==> src/rtl/core/multi_head_attention_forward_core_assert.svh <==
// Assertion macros for the attention core.
// Included by the top level; relies on clk and rst in the including module.
`ifndef MULTI_HEAD_ATTENTION_FORWARD_CORE_ASSERT_SVH
`define MULTI_HEAD_ATTENTION_FORWARD_CORE_ASSERT_SVH

// Consequent checked in the same cycle as the antecedent.
`define MHAF_ASSERT_NOW(label, ante, cons, msg) \
  label: assert property (@(posedge clk) disable iff (rst) (ante) |-> (cons)) else $error(msg);

// Consequent checked in the cycle after the antecedent.
`define MHAF_ASSERT_NEXT(label, ante, cons, msg) \
  label: assert property (@(posedge clk) disable iff (rst) (ante) |=> (cons)) else $error(msg);

`endif

==> src/rtl/core/mhaf_ram.sv <==
// Generic single-write, single-read synchronous RAM with registered read data.
// Depends on nothing.
module mhaf_ram #(
  parameter int WIDTH = 16,
  parameter int DEPTH = 64
) (
  input  logic                     clk,
  input  logic                     we,
  input  logic [$clog2(DEPTH)-1:0] waddr,
  input  logic [WIDTH-1:0]         wdata,
  input  logic [$clog2(DEPTH)-1:0] raddr,
  output logic [WIDTH-1:0]         rdata
);

  logic [WIDTH-1:0] mem [DEPTH];

  always_ff @(posedge clk) begin
    if (we) begin
      mem[waddr] <= wdata;
    end
    rdata <= mem[raddr];
  end

endmodule

==> config.mk <==
export PLATFORM = sky130hd
export DESIGN_NAME = mhaf_ram
export DESIGN_NICKNAME = d
export VERILOG_FILES = /design/src/rtl/core/multi_head_attention_forward_core_assert.svh /design/src/rtl/core/mhaf_ram.sv
export SDC_FILE = /design/constraint.sdc
export NUM_CORES = 1
export LEC_CHECK = 0
export BUFFER_PORTS_ARGS = -buffer_cell sky130_fd_sc_hd__buf_2
export CAP_MARGIN = 40
export CORE_MARGIN = 2
export CORE_UTILIZATION = 35
export DETAILED_ROUTE_END_ITERATION = 8
export SLEW_MARGIN = 10
export SYNTH_ARGS = -nofsm -noshare
export SYNTH_HDL_FRONTEND = slang
export SYNTH_SLANG_ARGS = --single-unit
==> constraint.sdc <==
create_clock -name clk -period 2.26 [get_ports clk]
set_input_delay 0.226 -clock clk [delete_from_list [all_inputs] [get_ports clk]]
set_output_delay 0.226 -clock clk [all_outputs]
set_load 0.01 [all_outputs]
# Word-level counts from Yosys, hierarchy flattened
# Memories as Yosys holds them, arrays and structs flattened. A register that Yosys moved wholly into a read port is not among the register bits.
# Cells that the tools add are included.
dict set report op_classes {
  n_mux 2
}
# cell count
set ops {}
lappend ops {{1-bit two-way mux} 2}
dict set report totals {
  mem_bits_rw 1024
  reg_bits 0
  mem_count 1
}
# memory words word_bits rd rd_clocked_by_memory_dff write_ports line
set memory_table {}
lappend memory_table {mem 64 16 1 1 1 mhaf_ram.sv:15} ;# logic [WIDTH-1:0] mem [DEPTH];

# Longest topological paths before layout
# Gate-level depths: netlist of the first run.
dict set report logic_depth {
  depth_word 2
  ltp_mapped 10
  depth_no_buf 5
}

# Worst setup path after synthesis of the first run
# Ideal clock, no wire load.
dict set report synth_timing {
  path_kind {input-to-reg}
  from {input waddr[3]}
  to {memory mem[48][0] (enable)}
  path_slack_ps -1
  setup_time_ps 409
  stages 4
  arrival_time_ps 1852
  t_required_ps 1851
  cell_sequence {clkbuf_1 > nor2b_1 > nand4b_1 > nor3_1}
}
# item line
set synth_rtl {}
lappend synth_rtl {{start, declared} mhaf_ram.sv:9} ;# input logic [$clog2(DEPTH)-1:0] waddr,
lappend synth_rtl {{end, declared} mhaf_ram.sv:15}
# Straight into the memory's write port.

==> summary by stage, run 1 <==
STA
The highest clock frequency the design can meet is 468 MHz. Setup slack on the critical path of the routed design comes to 0.125 ns. The final-report hold violation count is 0. The number of setup violations in the final report is 0. The number of slew-limit violations in the final report is 0. In the finished design, the share of the clock period the worst path needs comes to 0.945.

The transition time at the pin with the least slew margin is 0.771 ns. For the finished layout, the period the worst path requires is 2.13 ns. Setup repair after global routing left no endpoint under its margin. The clock arrives with 0.0381 ns of skew. Measured against its own limit, the worst slew margin works out to 0.486.

Synth
After synthesis the cells add up to 40000 um^2. The number of nets handed over by synthesis was 1859. For this run, the leading register cell type out of synthesis is sky130_fd_sc_hd__edfxtp_1. Each instance of the synthesized netlist takes up on average 21.9 um^2. Sorting the synthesized cells by how often they occur yields 1024 x sky130_fd_sc_hd__edfxtp_1, 220 x sky130_fd_sc_hd__mux4_2, 85 x sky130_fd_sc_hd__mux2i_1. The total of warnings raised by yosys is 0.

Synthesis instantiated 43 different standard cells from the library. sky130_fd_sc_hd__edfxtp_1 is the most common cell in the netlist. For this run, the register share of the synthesized area comes to 0.776. The share of synthesized registers carrying an async set or reset is 0. The most area-hungry cell type in the Yosys netlist is sky130_fd_sc_hd__edfxtp_1. Counting every instance in the synthesized netlist gives 1829. The top-area cell type share of the netlist area is 0.768. The number of flops mapped to enable cells by yosys is 1024. The total of flip-flops plus latches after synthesis is 1040. By area the synthesized netlist is led by sky130_fd_sc_hd__edfxtp_1 77%, sky130_fd_sc_hd__mux4_2 12%, sky130_fd_sc_hd__mux2i_1 2.1%.

Setup path
The critical path in this run is classified as reg -> reg. Broken down by cell family, the worst path's largest delay share belongs to multiplexers. STA classifies the critical path endpoint as a register. The number of buffers and inverters on the critical path is 1.

The critical path goes through mux4_2, mux2_2, a21oi_1, buf_4, nor4_2. In this run the worst path has a maximum fanout of 1. The delay contributed by the slowest stage of the critical path is 0.61 ns. STA classifies the critical path startpoint as a register. The library cell contributing the largest single delay on the critical path is sky130_fd_sc_hd__a21oi_1. The required time of the critical path is 2.80 ns. The arrival time at the worst endpoint is 2.68 ns.

Detailed routing
After detailed routing, the average wire length per cell comes to 26.4 um. For this block, the via count after detailed routing is 19805. For this run, the detailed router's first-pass iteration total came to 5.

The count of nets left with antenna violations once routing finished came out at 0. The routed design has 98700 um of wire. The first routing iteration left 2237 violations. For this run, design rule violations remaining after detail routing come to 0. In the routed layout, each cell is associated on average with a via count of 5.30.

Clock tree
In this run the deepest clock path goes through 3 buffers. The buffer cell driving the clock tree root is sky130_fd_sc_hd__clkbuf_16. Clock latency on the worst-skew pair, taken at its later pin, is 0.67 ns. TritonCTS built the clock tree. Clock tree synthesis found a total of 1040 sinks. After clock tree synthesis, the clock-pin slew on the worst setup and hold paths is 0.06 ns.

The TritonCTS buffer count is 101. The H-tree depth reported by CTS is 3. The number of gates resized after CTS is 0.

Placed design
Prior to clock tree synthesis, the placed netlist has a worst setup slack of -0.435 ns. Once detailed placement completed, the half-perimeter wirelength came to 62900 um. Routability-driven placement finished with a final weighted congestion of 0.860.

The number of placed instances with taps included is 3548. The port buffer count is 45.

Global routing
The number of global-route vias before repair is 20170. The remaining global-route overflow is 0. The initial antenna violation count was 10. Entering global routing, the biggest net connects 65 pins. In the global route stage, overall resource usage came out at 0.169.

The first global-routing pass estimated 143000 um of wire.

Die
The die is 342 um tall. From left edge to right edge, the die measures 342 um. For this configuration, the core starts out at a cell density of 0.352. The total I/O pin count is 46. The row count is 124. The die covers 117000 um^2. The floorplan core area is 114000 um^2.

Layout
The number of nets in the final layout is 2171. The layout has 9932 filler cells. The growth of design area from synthesis to finish is 18.1%. The finished layout holds 3736 standard cells, fillers aside.

The share of final-layout standard cells stronger than drive strength 1 is 0.319.

Outcome
The flow ran to the end, and the final reports show no timing, DRC or antenna violations.

Power
The largest vdd supply drop is 0.625 mV. The cell area power density is 859 nW/um^2. In this run the static leakage power is 15.3 nW. The overall power of the completed layout is 40.6 mW.

Flow run
The max-cap violation count is 0.

Min path
The classification of the worst-slack hold path is in -> reg.
## state kept, by name, indices dropped and copies added, names as in the netlist
| signal | count |
|---|---|
| rdata | 16 |
| mem | 1024 |
## cells by family after synthesis
| group | after synthesis | share of synthesized area |
|---|---|---|
| mux | 336 | 0.155 |
| buf+inv | 104 | 0.0183 |
| flops | 1040 | 0.776 |
| simple gates | 220 | 0.0265 |
| compound gates | 129 | 0.0241 |
## report_power, final
| part | internal [mW] | total, mW | switching (mW) |
|---|---|---|---|
| Sequential | 21.3 | 21.4 | 0.0882 |
| Clock | 9.90 | 16.9 | 7.00 |
| Combinational | 0.944 | 2.29 | 1.34 |
## stage by stage
step	util	hold WS, ns	cell area, um^2	TNS [ns]
after floorplan	-	0.325	40000	0
after global placement	0.386	0.632	44000	-1.63
after detailed placement	0.386	0.641	44000	-1.91
after CTS	0.415	0.0559	47300	0
after global routing	0.415	0.0480	47300	0
final	0.415	0.0421	47300	0
## layer usage
metal	GRT usage	part of all wire	routed length, um
met5	0	0.00088	87
met4	0.0492	0.027	2700
met3	0.0385	0.083	8230
met2	0.267	0.47	46300
met1	0.234	0.42	41400
## worst paths after layout
check / startpoint / endpoint / slack [ns] / cells after the start
max: mem[31][7] / rdata[7] / 0.13 / 5
min: wdata[3] / mem[45][3] / 0.04 / 2
max reg2reg: mem[31][7] / rdata[7] / 0.13 / 5
min reg2reg: mem[0][10] / rdata[10] / 0.86 / 4
## cell usage in the layout, fill, tap and decap left out, drive strengths merged, types with 12 or more instances in the layout
master,n
buf,311
nand2,60
edfxtp,1024
nor2,74
clkinv,41
a21oi,17
nand4,12
clkbuf,122
mux2i,85
bufinv,14
a22oi,39
dfxtp,16
nand3,24
nor2b,30
mux2,27
a221oi,16
mux4,224
## worst reg2reg max path, stage by stage, from the launching register on
cell and delay [ns]:
sky130_fd_sc_hd__edfxtp_1 0.36, sky130_fd_sc_hd__mux4_2 0.46, sky130_fd_sc_hd__mux2_2 0.31, sky130_fd_sc_hd__a21oi_1 0.61, sky130_fd_sc_hd__buf_4 0.25, sky130_fd_sc_hd__nor4_2 0.05
## repair_timing
action	4_1_cts	5_1_grt
buffers inserted	0	0
hold endpoints to repair	22	0
setup endpoints to repair	0	0
hold buffers	2	0
## layout make-up
| type | count | area, um^2 | share of cell area |
|---|---|---|---|
| Clock buffer | 122 | 2650 | 0.0560 |
| Clock inverter | 59 | 654 | 0.0138 |
| Multi-Input combinational cell | 685 | 8250 | 0.174 |
| Tap cell | 1512 | 1890 | 0.0400 |
| Timing Repair Buffer | 313 | 2780 | 0.0588 |
| Antenna cell | 5 | 12.5 | 0.000264 |
| Sequential cell | 1040 | 31100 | 0.657 |
(Power assumes the default switching activity.)
==> run 2, diff against run 1 <==
Settings changed: PLACE_DENSITY_LB_ADDON from default to 0.08.
==> run 2 against run 1 <==
- core utilization rose by 0.40 points
- routed wire length rose by 9.4%
- via count fell by 2.8%
- combinational power barely moved
==> summary by stage, run 2 (synthesis gave the netlist of run 1 again) <==
Outcome
The flow ran to the end, and the final reports show no timing, DRC or antenna violations.

Placed design
The placed instance area is 44200 um^2. Prior to clock tree synthesis, the placed netlist has a worst setup slack of -0.352 ns. The congestion estimate from routability-driven global placement came to 0.757. The count of buffers added on input and output ports is 45.

After legalization and detailed placement, the total HPWL measured 68500 um. Including well taps, the total number of placed cells is 3522.

Clock tree
The clock network latency to the later pin of the worst-skew pair is 0.70 ns. The clock transition at the registers of the reported paths is 0.06 ns. The maximum count of clock buffers along a single path is 3. CTS placed an instance of sky130_fd_sc_hd__clkbuf_16 at the clock tree root. The CTS tree is yes. Once the clock tree was built, the setup fixing pass inserted 0 buffers. The TritonCTS buffer count is 112.

The count of clock tree sinks is 1040. The H-tree depth reported by CTS is 3.

Global routing
For this run, global-route usage on met3 was measured as 0.0313. The pin count of the biggest net entering global routing is 65. The global-route wire length before repair is 154000 um. The met2 track demand over resource in global routing is 0.324. Summed over all layers, the global routing overflow is 0. The number of global-route vias before repair is 20246. In the global route stage, overall resource usage came out at 0.187. The global routing's busiest layer is met2. The initial antenna violation count came to 4. For met1 alone, demand over resource in global routing was 0.248.

Setup path
The arrival time at the worst endpoint is 2.59 ns. The nature of the critical path endpoint is a register. The critical path is of the reg -> reg type. The setup slack on the worst flop-to-flop path is 0.22 ns. The required time of the critical path is 2.81 ns. The sort of element at the start of the critical path is a register.

The worst-path maximum fanout is 1.

Flow run
The max-cap violation count is 0.

Detailed routing
The violation count after the first detailed-routing iteration is 1517. After detailed routing, the average wire length per cell comes to 28.9 um. The final layout contains routed wiring with a total length of 108000 um. The first-pass iteration count of the detailed router is 5. The detailed-route DRC error count is 0. Using the TritonRoute via totals, the vias-per-cell ratio works out to 5.15. The count of antenna-violating nets left after detailed routing is 0. Detailed routing inserted a total of 19252 vias.

STA
The highest clock frequency the design can meet is 490 MHz. The number of slew-limit violations in the final report is 0. The final setup skew is 0.0189 ns. The post-route setup TNS is 0 ns. Setup repair after global routing left no endpoint under its margin. After layout, the worst setup slack is 0.220 ns.

At the pin with the least slew margin, the transition time is 0.823 ns. The final critical-path required period is 2.04 ns. The post-route fraction of the period consumed by the critical path is 0.903.

The final-report hold violation count was 0. The tightest slew margin relative to the limit is 0.451. Setup violations remaining at the end of the flow were counted as 0.

Die
The row count is 124. In this run the count of I/O pins placed on the die edge is 46. The width of the die is 342 um.

The floorplan core area is 114000 um^2. The starting utilization of the core area is 0.352. The total die area is 117000 um^2. The die is 342 um tall.

Layout
The register with the most flip-flops is mem. From synthesis to final layout, the design area changed by 19.3%. The count of cells in the finished layout, fillers not included, comes to 3736. The layout has 10030 filler cells.

In the final layout, the registers with the most flip-flops are mem (1024), rdata (16). The flip-flop count of the largest register, all copies and words added is 1024. The share of final-layout standard cells stronger than drive strength 1 is 0.318. The library cells used most frequently in the layout, excluding fill and tap cells, are 1024 x sky130_fd_sc_hd__edfxtp_1, 220 x sky130_fd_sc_hd__mux4_2, 165 x sky130_fd_sc_hd__buf_4. The number of nets in the final layout is 2156. Once layout is complete, the utilization of the core stands at 0.419. The most common cell after layout, fill and taps aside is sky130_fd_sc_hd__edfxtp_1. With fillers left out, the area of the finished cells amounts to 47800 um^2.

Min path
The classification of the worst-slack hold path is in -> reg.

Power
Across the VDD grid, the largest voltage drop is 0.619 mV. The cell area power density is 863 nW/um^2. The leakage power of the design is 15.3 nW.
[run 2: layout make-up]
cell class                      instances  area, um^2  area share
Antenna cell                            1        2.50   0.0000524
Clock buffer                          145        2980      0.0624
Clock inverter                         66         534      0.0112
Multi-Input combinational cell        685        8270       0.173
Sequential cell                      1040       31100       0.651
Tap cell                             1512        1890      0.0396
Timing Repair Buffer                  287        3010      0.0631
[run 2: layer usage]
layer / up-vias / wire, um
met1: 10425 / 46300
met4: 2 / 1940
met2: 394 / 55300
li1: 8303 / -
met5: - / 13
met3: 128 / 4380
[run 2: power breakdown]
part	total (mW)	internal [mW]	switching (mW)
Sequential	21.4	21.4	0.0681
Combinational	2.32	0.943	1.37
Clock	17.5	9.99	7.51
[run 2: through the flow]
step / hold slack, ns / total power, mW
finish: 0.0309 / 41.2
global route: 0.0121 / 42.6
CTS: 0.000581 / 41.8
detailed placement: 0.644 / 24.2
global placement: 0.649 / 24.2
floorplan: 0.325 / 22.9
[run 2: worst paths after layout]
check | cells after the start | startpoint | to
setup / recovery | 6 | mem[11][0] | rdata[0]
hold / removal | 2 | wdata[10] | mem[20][10]
setup reg to reg | 6 | mem[11][0] | rdata[0]
hold reg to reg | 3 | mem[37][0] | rdata[0]
[run 2: worst max-delay path, cell delays in order, from the launching register on]
cell	delay, ns
sky130_fd_sc_hd__edfxtp_1	0.37
sky130_fd_sc_hd__mux4_2	0.48
sky130_fd_sc_hd__nor2b_1	0.15
sky130_fd_sc_hd__a211o_1	0.33
sky130_fd_sc_hd__a31oi_1	0.29
sky130_fd_sc_hd__buf_4	0.22
sky130_fd_sc_hd__a311oi_1	0.05
[run 2: timing repair]
| action | 4_1_cts | 5_1_grt |
|---|---|---|
| resized for setup | 0 | 0 |
| hold buffers | 2 | 0 |
| endpoints found under the hold margin | 14 | 0 |
| endpoints found under the setup margin | 0 | 0 |
