File: src/rtl/core/multi_head_attention_forward_core_assert.svh
// Assertion macros for the attention core.
// Included by the top level; relies on clk and rst in the including module.
`ifndef MULTI_HEAD_ATTENTION_FORWARD_CORE_ASSERT_SVH
`define MULTI_HEAD_ATTENTION_FORWARD_CORE_ASSERT_SVH

// Consequent checked in the same cycle as the antecedent.
`define MHAF_ASSERT_NOW(label, ante, cons, msg) \
  label: assert property (@(posedge clk) disable iff (rst) (ante) |-> (cons)) else $error(msg);

// Consequent checked in the cycle after the antecedent.
`define MHAF_ASSERT_NEXT(label, ante, cons, msg) \
  label: assert property (@(posedge clk) disable iff (rst) (ante) |=> (cons)) else $error(msg);

`endif

File: src/rtl/core/mhaf_pkg.sv
// Shared types, constants and the exp table of the attention core.
// Depends on nothing; used by mhaf_div and the top-level core.
package mhaf_pkg;

  localparam int MAX_SEQ         = 64;
  localparam int MAX_CHANNELS    = 256;
  localparam int MAX_HEADS       = 16;
  localparam int EXP_TABLE_DEPTH = 256;

  localparam int QKV_DEPTH = MAX_SEQ * 3 * MAX_CHANNELS;
  localparam int OUT_DEPTH = MAX_SEQ * MAX_CHANNELS;
  localparam int QKV_AW    = $clog2(QKV_DEPTH);
  localparam int OUT_AW    = $clog2(OUT_DEPTH);
  localparam int SEQ_AW    = $clog2(MAX_SEQ);
  localparam int HDIM_AW   = $clog2(MAX_CHANNELS);
  localparam int CH_W      = $clog2(MAX_CHANNELS + 1);
  localparam int EXP_IDX_W = $clog2(EXP_TABLE_DEPTH);

  localparam int SCORE_W   = 32;
  localparam int EXP_ONE_W = 17;
  localparam int SUM_W     = EXP_ONE_W + SEQ_AW;
  localparam int DIV_NUM_W = EXP_ONE_W + 16;
  localparam int DIV_DEN_W = SUM_W;
  localparam int DIV_CNT_W = $clog2(DIV_NUM_W + 1);

  localparam int CFG_AW = 2;
  localparam int CFG_DW = 16;

  localparam logic [95:0] EXP_STEP_RATIO = 96'd4034748381;

  typedef enum logic [1:0] {
    FUNC_LOAD = 2'd0,
    FUNC_RUN  = 2'd1,
    FUNC_READ = 2'd2,
    FUNC_NONE = 2'd3
  } func_t;

  typedef enum logic [1:0] {
    STATUS_OK      = 2'd0,
    STATUS_BAD_CFG = 2'd1,
    STATUS_RANGE   = 2'd2
  } status_t;

  typedef enum logic [CFG_AW-1:0] {
    REG_SEQ_LEN     = 2'd0,
    REG_CHANNELS    = 2'd1,
    REG_HEAD_COUNT  = 2'd2,
    REG_SCORE_SCALE = 2'd3
  } reg_index_t;

  typedef struct packed {
    func_t              func;
    logic [15:0]        elem_index;
    logic signed [15:0] elem_value;
  } in_word_t;

  typedef struct packed {
    logic signed [15:0] out_value;
    status_t            status;
  } out_word_t;

  typedef logic [EXP_ONE_W-1:0] exp_tab_t [EXP_TABLE_DEPTH];

  // exp(-i/16) in unsigned Q1.16, built by repeated multiplication with a rounded ratio.
  function automatic exp_tab_t build_exp_table();
    exp_tab_t    tab;
    logic [95:0] x;
    x = 96'd1 << 32;
    for (int i = 0; i < EXP_TABLE_DEPTH; i++) begin
      tab[i] = EXP_ONE_W'((x + 96'd32768) >> 16);
      x = ((x * EXP_STEP_RATIO) + (96'd1 << 31)) >> 32;
    end
    return tab;
  endfunction

  localparam exp_tab_t EXP_TABLE = build_exp_table();

endpackage

File: src/rtl/core/mhaf_div.sv
// Restoring divider, one quotient bit per cycle, shared by the core.
// Depends on mhaf_pkg for its widths.
module mhaf_div (
  input  logic                           clk,
  input  logic                           rst,
  input  logic                           start,
  input  logic [mhaf_pkg::DIV_NUM_W-1:0] num,
  input  logic [mhaf_pkg::DIV_DEN_W-1:0] den,
  output logic                           busy,
  output logic                           done,
  output logic [mhaf_pkg::DIV_NUM_W-1:0] quo,
  output logic [mhaf_pkg::DIV_DEN_W-1:0] rem
);

  logic [mhaf_pkg::DIV_DEN_W-1:0] den_reg;
  logic [mhaf_pkg::DIV_CNT_W-1:0] count;
  logic [mhaf_pkg::DIV_DEN_W:0]   trial;
  logic                           fits;

  assign trial = {rem, quo[mhaf_pkg::DIV_NUM_W-1]};
  assign fits  = trial >= {1'b0, den_reg};

  always_ff @(posedge clk) begin
    if (rst) begin
      busy <= 1'b0;
      done <= 1'b0;
    end else begin
      done <= 1'b0;
      if (start) begin
        busy    <= 1'b1;
        quo     <= num;
        den_reg <= den;
        rem     <= '0;
        count   <= mhaf_pkg::DIV_CNT_W'(mhaf_pkg::DIV_NUM_W);
      end else if (busy) begin
        rem   <= fits ? mhaf_pkg::DIV_DEN_W'(trial - {1'b0, den_reg})
                      : trial[mhaf_pkg::DIV_DEN_W-1:0];
        quo   <= {quo[mhaf_pkg::DIV_NUM_W-2:0], fits};
        count <= count - 1'b1;
        if (count == mhaf_pkg::DIV_CNT_W'(1)) begin
          busy <= 1'b0;
          done <= 1'b1;
        end
      end
    end
  end

endmodule

File: config.mk
export PLATFORM = sky130hd
export DESIGN_NAME = mhaf_div
export DESIGN_NICKNAME = d
export VERILOG_FILES = /design/src/rtl/core/multi_head_attention_forward_core_assert.svh /design/src/rtl/core/mhaf_pkg.sv /design/src/rtl/core/mhaf_div.sv
export SDC_FILE = /design/constraint.sdc
export NUM_CORES = 1
export LEC_CHECK = 0
export ABC_AREA = 1
export BUFFER_PORTS_ARGS = -buffer_cell sky130_fd_sc_hd__buf_4
export CORE_MARGIN = 3
export CORE_UTILIZATION = 45
export DETAILED_ROUTE_END_ITERATION = 12
export PLACE_DENSITY = 0.71
export SETUP_SLACK_MARGIN = 0.1
export SLEW_MARGIN = 20
export SYNTH_ARGS = -nofsm -noshare
export SYNTH_HDL_FRONTEND = slang
export SYNTH_SLANG_ARGS = --single-unit
File: constraint.sdc
create_clock -name clk -period 5.5 [get_ports clk]
set_input_delay 0.275 -clock clk [delete_from_list [all_inputs] [get_ports clk]]
set_output_delay 0.275 -clock clk [all_outputs]
set_load 0.02 [all_outputs]
Word level (Yosys, flattened, before mapping):

Index checks and enable logic that the tools add are counted.

* shift operators: 0
* add/subtract/negate cells: 2
* multiplexer cells: 9
* equality and inequality tests: 1
* bitwise logic cells: 2
* divide/modulo/power cells: 0
* reduce and logical (&&, ||, !) cells: 4
* multipliers: 0
* order comparisons: 1

Operators with widths (count)
* $mux 33: 2
* $mux 23: 2
* $ge 24x23->1: 1
* $sub 23x23->23: 1
* $eq 6x1->1 const B: 1
* $mux 6: 1
* $sub 6x1->6 const B: 1
* $mux 1: 4
* $reduce_and 2->1: 2
* $reduce_or 3->1: 1
* $not 1->1: 2
* $reduce_bool 2->1: 1

* input bits: 59
* ROM bits: 0
* memories kept: 0
* register bits after elaboration: 87
* memory bits (writable): 0
* output and inout bits: 58
* latch bits: 0
* logic and storage cells: 25

Longest topological paths before layout:

Gate-level depths: netlist (run 1).

* depth in word-level cells: 4
* gate-level depth with buffers: 15
* gate-level depth less buffers: 15

Worst setup path before layout (run 1):

OpenSTA, ideal clock, no wires.

* kind: register -> register
* start: reg busy
* end: reg count[0] (netlist name) (enable)
* clock period less this slack: 4092 ps
* data required time: 4995 ps
* data arrival time: 3587 ps
* buffers on the path: 0
* path slack: 1408 ps
* setup time: 505 ps
* stages on the path, launching flop included: 3
* cell sequence: dfxtp_1 inv_1 a21oi_1

* word-level cells in the longest chain between the ends: 2

RTL lines
* start, declared: line mhaf_div.sv:9 `output logic busy,`
* start signal, assigned: line mhaf_div.sv:25 `busy <= 1'b0;`
* start signal, assigned: line mhaf_div.sv:30 `busy <= 1'b1;`
* start signal, assigned: line mhaf_div.sv:41 `busy <= 1'b0;`
* $reduce_bool 2->1 (no source line)
* $reduce_and 2->1 (no source line)
* end signal, assigned: line mhaf_div.sv:34 `count <= mhaf_pkg::DIV_CNT_W'(mhaf_pkg::DIV_NUM_W);`
* end signal, assigned: line mhaf_div.sv:39 `count <= count - 1'b1;`
* end, declared: line mhaf_div.sv:16 `logic [mhaf_pkg::DIV_CNT_W-1:0] count;`

No other way between the ends.
A chain may end at the register's enable or synchronous reset.

Worst setup path in the final report (run 1):

* start: reg quo[32] (netlist name)
* end: reg rem[19] (netlist name) (data pin)

* word-level cells in the longest chain between the ends: 3
* elaborated cells between the ends (all ways): 4
* those cells by class: add/sub: 1; order compare: 1; mux: 2

RTL lines
* start, declared: line mhaf_div.sv:11 `output logic [mhaf_pkg::DIV_NUM_W-1:0] quo,`
* start signal, assigned: line mhaf_div.sv:31 `quo <= num;`
* start signal, assigned: line mhaf_div.sv:38 `quo <= {quo[mhaf_pkg::DIV_NUM_W-2:0], fits};`
* $sub 23x23->23 / $ge 24x23->1 (equally long branches): line mhaf_div.sv:36, mhaf_div.sv:21
* $mux 23 (*): line mhaf_div.sv:36 `rem <= fits ? mhaf_pkg::DIV_DEN_W'(trial - {1'b0, den_reg})`
* $mux 23 (*): line mhaf_div.sv:35 `end else if (busy) begin`
* end signal, assigned: line mhaf_div.sv:36
* end, declared: line mhaf_div.sv:12 `output logic [mhaf_pkg::DIV_DEN_W-1:0] rem`

Every way passes the cells marked *; elsewhere a longest branch is shown, timed or not. The select of a mux whose other input is x is not followed.

==> key figures, run 1 <==
Power and ir drop
  – Proportion of power drawn by combinational gates: 0.287
  – Switching Fraction: 0.324
  – Clk pwr share: 0.287
  – Leakage: 3.50 nW
  – Switching power: 0.000631 W
  – Pwr/cell area: 291 nW/um^2
  – P_int: 0.00132 W
  – Sequential power share: 0.427
  – Worst VDD drop: 183 uV

Timing
  – RSZ-0062 raised after global routing: false
  – Final period util: 0.483
  – WHS: 0.103 ns
  – Clock Skew: 0.00685 ns
  – Final Max Slew Viols: 0
  – Fin crit period: 2.66 ns
  – Relative slew margins: 0.305
  – Fmax: 377 MHz
  – Final Hold Viols: 0
  – Final setup viols: 0
  – Slew at the pin with the worst max-slew slack: 1.04 ns
  – Setup TNS: 0 ns

Setup path
  – Critical path endpoint: rem[19]
  – Max FO, Critical Path: 41
  – CP required: 5.61 ns
  – R2r startpoint: quo[32]
  – FF-to-FF path depth: 14
  – Critical path arrival: 2.76 ns
  – Critical R2R Capture: rem[19]
  – Crit. End Element: register
  – R2R Setup Slk: 2.84 ns
  – Critical Path Start: quo[32]
  – Setup crit start kind: register
  – Critical path class: register to register

Clock network
  – Hold Buf Count CTS: 0
  – Clock Latency Late Sink: 0.34 ns
  – Clock Path Buffers: 2
  – CTS tree: built
  – H-tree depth: 3
  – Clock Sinks: 87
  – Post-CTS Setup Bufs: 0
  – # resized after CTS: 0
  – Clock transition at path regs: 0.06 ns
  – CTS buffer count: 9
  – Root buf cell: clkbuf_16

Floorplan
  – Die Wd: 116 um
  – Starting Density: 0.467
  – Core ar.: 11,600 sq um
  – Die H: 116 um
  – Top-Level Pins: 117
  – DIE AREA: 13,300 sq um
  – # rows: 39

Run
  – Max Cap Viol: 0

Detailed routing
  – Via count: 4,701
  – DRT antenna net count: 0
  – Routed vias/inst: 4.81
  – 1st-pass router iterations: 5
  – Wire length per cell: 13.4 um
  – Final WL: 13,100 um
  – Drt drc: 0
  – 1st-iter DRT viols: 225

Finish
  – Antenna Cells: 0
  – Final #Nets: 915
  – Sequential Area: 2590 sq um
  – Multi-input logic area: 2270 sq um
  – Share of cells above drive strength 1: 0.175
  – Area grow syn2layout: 23.8%
  – Fillers: 1,088
  – Largest register FFs: 33
  – Fin util: 0.578

Logic synthesis
  – Register bit total from synthesis: 87
  – Mapped Cells: 713
  – Sequential element share of the synthesized area: 0.480
  – Syn nets: 798
  – Synth cell types: 27
  – YS warnings: 0
  – Syn avg cell area: 7.57 sq um
  – Syn Std Cell Area: 5400 sq um

Global routing
  – Vias in the first global route: 4,593
  – Gr usage total: 0.202
  – Total gr overflow: 0
  – Largest net degree at the start of global routing: 59
  – First-pass GRT wire length: 21,300 um
  – Initial antenna violation count: 0

Min path
  – Hold Crit Class: input pin to register

Placed design
  – Gp weighted congestion: 0.927
  – Port Buf Inserts: 116
  – DP Wirelength: 10,100 um

Outcome
  – Status: complete, no violations
area by class of cell:
type / count / area share
Clock inverter: 7 / 0.00712
Inverter: 123 / 0.0691
Clock buffer: 9 / 0.0337
Multi-Input combinational cell: 489 / 0.340
Sequential cell: 87 / 0.388
Timing Repair Buffer: 120 / 0.135
Tap cell: 143 / 0.0268
power by group through the flow:
stage | clock network [W] | registers [W] | logic, W
after floorplan | 0 | 0.000883 | 0.000349
after global placement | 0 | 0.000841 | 0.000552
after detailed placement | 0 | 0.000843 | 0.000559
after CTS | 0.000576 | 0.000831 | 0.000561
after global routing | 0.000596 | 0.000837 | 0.000634
final | 0.000558 | 0.000830 | 0.000558
kinds of logic after synthesis:
group / after synthesis / synth area share
AOI/OAI and AO/OA: 18 / 0.0179
and+or+nand+nor: 436 / 0.325
buffers and inverters: 137 / 0.101
adders and majority gates: 26 / 0.0617
DFF: 87 / 0.480
xor gates and xnor gates: 9 / 0.0146
worst min path at each step:
stage                        endpoint  slack (ns)  startpoint  depth (start not counted)
after floorplan                  done        0.35         rst                          1
after global placement     den_reg[2]        0.45      den[2]                          1
after detailed placement   den_reg[6]        0.45      den[6]                          1
after CTS                 den_reg[13]        0.09     den[13]                          1
after global routing       den_reg[5]        0.09      den[5]                          1
final                      den_reg[7]        0.10      den[7]                          1
cell usage in the layout (no fill, tap or decap), types with 7 or more instances in the layout:
cell / n
nand3_1: 25
ha_1: 25
a21oi_1: 13
xnor2_1: 7
inv_1: 122
nand3b_1: 7
buf_4: 120
edfxtp_1: 85
clkbuf_16: 9
nor2_1: 67
nand2_1: 320
cell usage after synthesis:
cell,instances,area [sq um]
nand2_1,320,1200
inv_1,123,462
edfxtp_1,85,2550
nor2_1,68,255
ha_1,25,313
nand3_1,25,125
a21oi_1,14,70.1
nand3b_1,7,52.6
xnor2_1,7,61.3
buf_1,5,18.8
clkbuf_1,5,18.8
nand4_1,5,31.3
buf_6,4,45.0
nand2_2,3,18.8
dfxtp_1,2,40.0
o21ai_0,2,10.0
or2_2,2,12.5
xor2_1,2,17.5
a21oi_2,1,8.76
and2_1,1,6.26
fa_1,1,20.0
nand4_4,1,21.3
nor2_2,1,6.26
nor2_4,1,11.3
nor3_1,1,5.00
nor4_1,1,6.26
o21a_1,1,7.51
stage by stage:
step	cell area, sq um	setup WS (ns)	total power, W	cells
floorplan	5400	1.41	0.00123	713
global placement	6410	2.95	0.00139	962
detailed placement	6410	2.84	0.00140	962
CTS	6680	2.83	0.00197	978
global route	6680	2.55	0.00207	978
finish	6680	2.84	0.00195	978
critical path: stages, from the launching register on:
cell      delay [ns]
edfxtp_1        0.42
inv_1           0.08
ha_1            0.19
fa_1            0.22
inv_1           0.07
nand2_1         0.06
nand2_1         0.06
nand3_1         0.08
nand2_2         0.09
nand2_1         0.11
nand4_4         0.49
nand2_2         0.34
nand2_1         0.08
nand2_1         0.06
inv_1           0.04
routing by layer:
metal,track usage,vias up,share of wire
met5,0,-,0
met4,0.0493,0,0.011
met3,0.0736,9,0.075
met2,0.328,127,0.46
met1,0.259,2139,0.45
li1,-,2426,-
(Power assumes the default switching activity.)
==> inputs of run 2 (changes only) <==
Settings changed: ABC_AREA 1 to 0, PLACE_DENSITY 0.71 to 0.75.
Clock period 5.5 ns to 2.4 ns, I/O delays scaled along.
==> key figures, run 2 <==
Outcome
  – Status: finished with violations
  – Failing checks: negative setup slack

Setup path
  – Crit-path cells: buf_4 -> ha_4 -> nand4_1 -> or3_1 -> a2111o_1 -> and2_4 -> buf_12 -> a2111oi_1 -> a32o_1
  – Top delay family on crit path: compound AO/OA/AOI/OAI gates
  – Critical path endpoint: rem[15]
  – CP Buf/Inv Count: 2 (-1)
  – CP max stage delay: 0.43 ns (-0.06 ns)
  – Max FO, Critical Path: 4 (-90%)
  – Crit. End Element: register
  – R2r startpoint: rem[0]
  – Critical Path Start: rem[0]
  – CP max stage cell: a2111o_1
  – R2R Setup Slk: -0.34 ns (-3.18 ns)
  – Critical R2R Capture: rem[15]
  – Setup crit start kind: register
  – Cell count along the critical path: 9 (-5)
  – Critical path arrival: 2.97 ns (+0.21 ns)
  – FF-to-FF path depth: 9 (-5)
  – CP required: 2.64 ns (-2.97 ns)
  – Critical path class: register to register

Floorplan
  – Core ar.: 10,400 sq um (-9.9%)
  – DIE AREA: 12,000 sq um (-9.8%)
  – Die Wd: 110 um (-5.0%)
  – Top-Level Pins: 117 (unchanged)
  – Starting Density: 0.465 (-0.00199)
  – Die H: 110 um (-5.0%)
  – # rows: 37 (-5.1%)

Clock network
  – Clock transition at path regs: 0.09 ns (+0.03 ns)
  – Clock Path Buffers: 2 (unchanged)
  – CTS tree: built
  – Root buf cell: clkbuf_8
  – Clock Latency Late Sink: 0.37 ns (+0.03 ns)
  – CTS buffer count: 9 (unchanged)
  – H-tree depth: 3 (unchanged)
  – Clock Sinks: 87 (unchanged)

Run
  – Max Cap Viol: 0 (unchanged)

Logic synthesis
  – YS warnings: 0 (unchanged)
  – Count leader, synth: edfxtp_1
  – Top-area cell type share of the netlist area: 0.527 (+0.0544)
  – Register bit total from synthesis: 87 (unchanged)
  – Synth cell types: 52 (+93%)
  – Commonest cells in the synthesized netlist: edfxtp_1 (85), a21oi_1 (35), mux2_2 (33), nor2_1 (33), nand2_1 (31)
  – Syn nets: 507 (-36%)
  – Syn avg cell area: 11.5 sq um (+52%)
  – Synth Flop Type: edfxtp_1
  – Largest area contributor in the netlist: edfxtp_1
  – Synth top area cells: edfxtp_1 (53%), mux2_2 (7.7%), ha_1 (6.5%), a21oi_1 (3.6%), nor2_1 (2.6%)
  – Sequential element share of the synthesized area: 0.536 (+0.0552)
  – Mapped Cells: 422 (-41%)
  – Syn Std Cell Area: 4840 sq um (-10%)
  – Post-synth EDFFs: 85 (unchanged)
  – FFs w/ async S/R, synth: 0 (unchanged)

Placed design
  – Port Buf Inserts: 116 (unchanged)
  – Dpl ws: -0.510 ns (-3.35 ns)
  – Placed Cells: 766 (-20%)
  – Gp weighted congestion: 0.911 (-1.7%)
  – DP Wirelength: 9600 um (-5.0%)
  – Post-DP Area: 6660 sq um (+3.9%)

Min path
  – Hold Crit Class: input pin to register
  – Hold depth: 2 (+1)

Finish
  – Fin util: 0.734 (+0.156)
  – Area grow syn2layout: 58.0%
  – Finished Cell Area: 7650 sq um (+14%)
  – Antenna Cells: 0 (unchanged)
  – Most frequent cells in the layout: buf_4 (229), edfxtp_1 (85), mux2_2 (32)
  – Non-filler cells in the finished layout: 824 (-16%)
  – Fillers: 706 (-35%)
  – Commonest non-fill, non-tap cell in the layout: buf_4
  – Share of cells above drive strength 1: 0.494 (+0.319)
  – Largest register FFs: 33 (unchanged)
  – Final #Nets: 768 (-16%)

Timing
  – Worst setup margin: -0.335 ns (-3.18 ns)
  – RSZ-0062 raised after global routing: true
  – Final period util: 1.14 (+0.657)
  – Final setup viols: 24 (+24)
  – Final Hold Viols: 0 (unchanged)
  – Slew at the pin with the worst max-slew slack: 0.476 ns (-0.564 ns)
  – Final Max Slew Viols: 0 (unchanged)
  – Relative slew margins: 0.683 (+0.377)
  – Fmax: 366 MHz (-2.9%)
  – Clock Skew: 0.0154 ns (+0.00858 ns)
  – Fin crit period: 2.74 ns (+0.0799 ns)

Global routing
  – Initial antenna violation count: 0 (unchanged)
  – Gr usage total: 0.229 (+0.0270)
  – Vias in the first global route: 4,429 (-3.6%)
  – First-pass GRT wire length: 21,300 um (about the same)
  – Largest net degree at the start of global routing: 38 (-36%)
  – Total gr overflow: 0 (unchanged)

Detailed routing
  – 1st-pass router iterations: 6 (+1)
  – 1st-iter DRT viols: 184 (-18%)
  – Routed vias/inst: 5.29 (+10%)
  – DRT antenna net count: 0 (unchanged)
  – Drt drc: 0 (unchanged)
  – Final WL: 14,000 um (+6.2%)
  – Via count: 4,362 (-7.2%)
  – Wire length per cell: 16.9 um (+26%)

Power and ir drop
  – Pwr/cell area: 646 nW/um^2 (+120%)
  – Worst VDD drop: 337 uV (+84%)
  – Leakage: 3.28 nW (-6.4%)
run 2: cell types whose count changed after synthesis, moves of 8 or more:
cell / change
nand3_1: -21
xor2_1: +8
mux2_2: +33
nor2_1: -35
a21oi_1: +21
nand2_1: -289
inv_1: -95
and3_1: +9
o21ai_0: +20
run 2: stage by stage:
step / power [W] / TNS (ns) / hold slack, ns
3_5_place_dp: 0.00339 / -8.53 / 0.299
3_3_place_gp: 0.00337 / -7.79 / 0.298
4_1_cts: 0.00486 / -4.61 / 0.0350
2_1_floorplan: 0.00271 / -10.53 / 0.198
5_1_grt: 0.00516 / -8.36 / 0.0329
6_report: 0.00494 / -5.68 / 0.0494
run 2: cells by family after synthesis:
family	synth area share
muxes	0.0850
DFF	0.536
adders and majority gates	0.0688
AOI/OAI and AO/OA	0.128
xor gates and xnor gates	0.0289
and+or+nand+nor	0.118
buffers and inverters	0.0357
run 2: timing repair:
item                                    CTS  global route
endpoints found under the setup margin   24            24
hold buffers                             24             0
endpoints found under the hold margin    24             0
resized for setup                        52            14
setup buffers                            12             6
pin swaps                                24            13
run 2: cell type report:
cell class | instances | area [sq um] | area share
Sequential cell | 87 | 2590 | 0.339
Multi-Input combinational cell | 292 | 2430 | 0.318
Timing Repair Buffer | 264 | 2100 | 0.275
Tap cell | 136 | 170 | 0.0223
Clock buffer | 9 | 124 | 0.0162
Clock inverter | 7 | 120 | 0.0157
Inverter | 29 | 109 | 0.0142
run 2: how the worst min path moves through the flow:
stage	slack [ns]	to	startpoint
after CTS	0.04	quo[8]	num[8]
after floorplan	0.20	busy	rst
final	0.05	quo[20]	num[20]
after detailed placement	0.30	den_reg[14]	den[14]
after global routing	0.03	quo[7]	num[7]
after global placement	0.30	den_reg[5]	den[5]
run 2: worst reg2reg max path, stage by stage, from the launching register on:
cell and delay, ns:
edfxtp_1 0.41, buf_4 0.17, ha_4 0.26, nand4_1 0.12, or3_1 0.41, a2111o_1 0.43
and2_4 0.18, buf_12 0.13, a2111oi_1 0.30, a32o_1 0.20
run 2: report_power, final:
part	internal [W]	switching, W	leakage (nW)
Combinational	0.000924	0.000852	2.33
Sequential	0.00182	0.0000705	0.828
Clock	0.000695	0.000575	0.120
Total	0.00344	0.00150	3.28
run 2: per-layer routing:
metal / routed length [um] / track usage / up-vias
met5: 0 / 0 / -
met1: 5600 / 0.280 / 2071
met4: 255 / 0.0650 / 0
li1: - / - / 2096
met2: 7100 / 0.400 / 167
met3: 995 / 0.0587 / 28
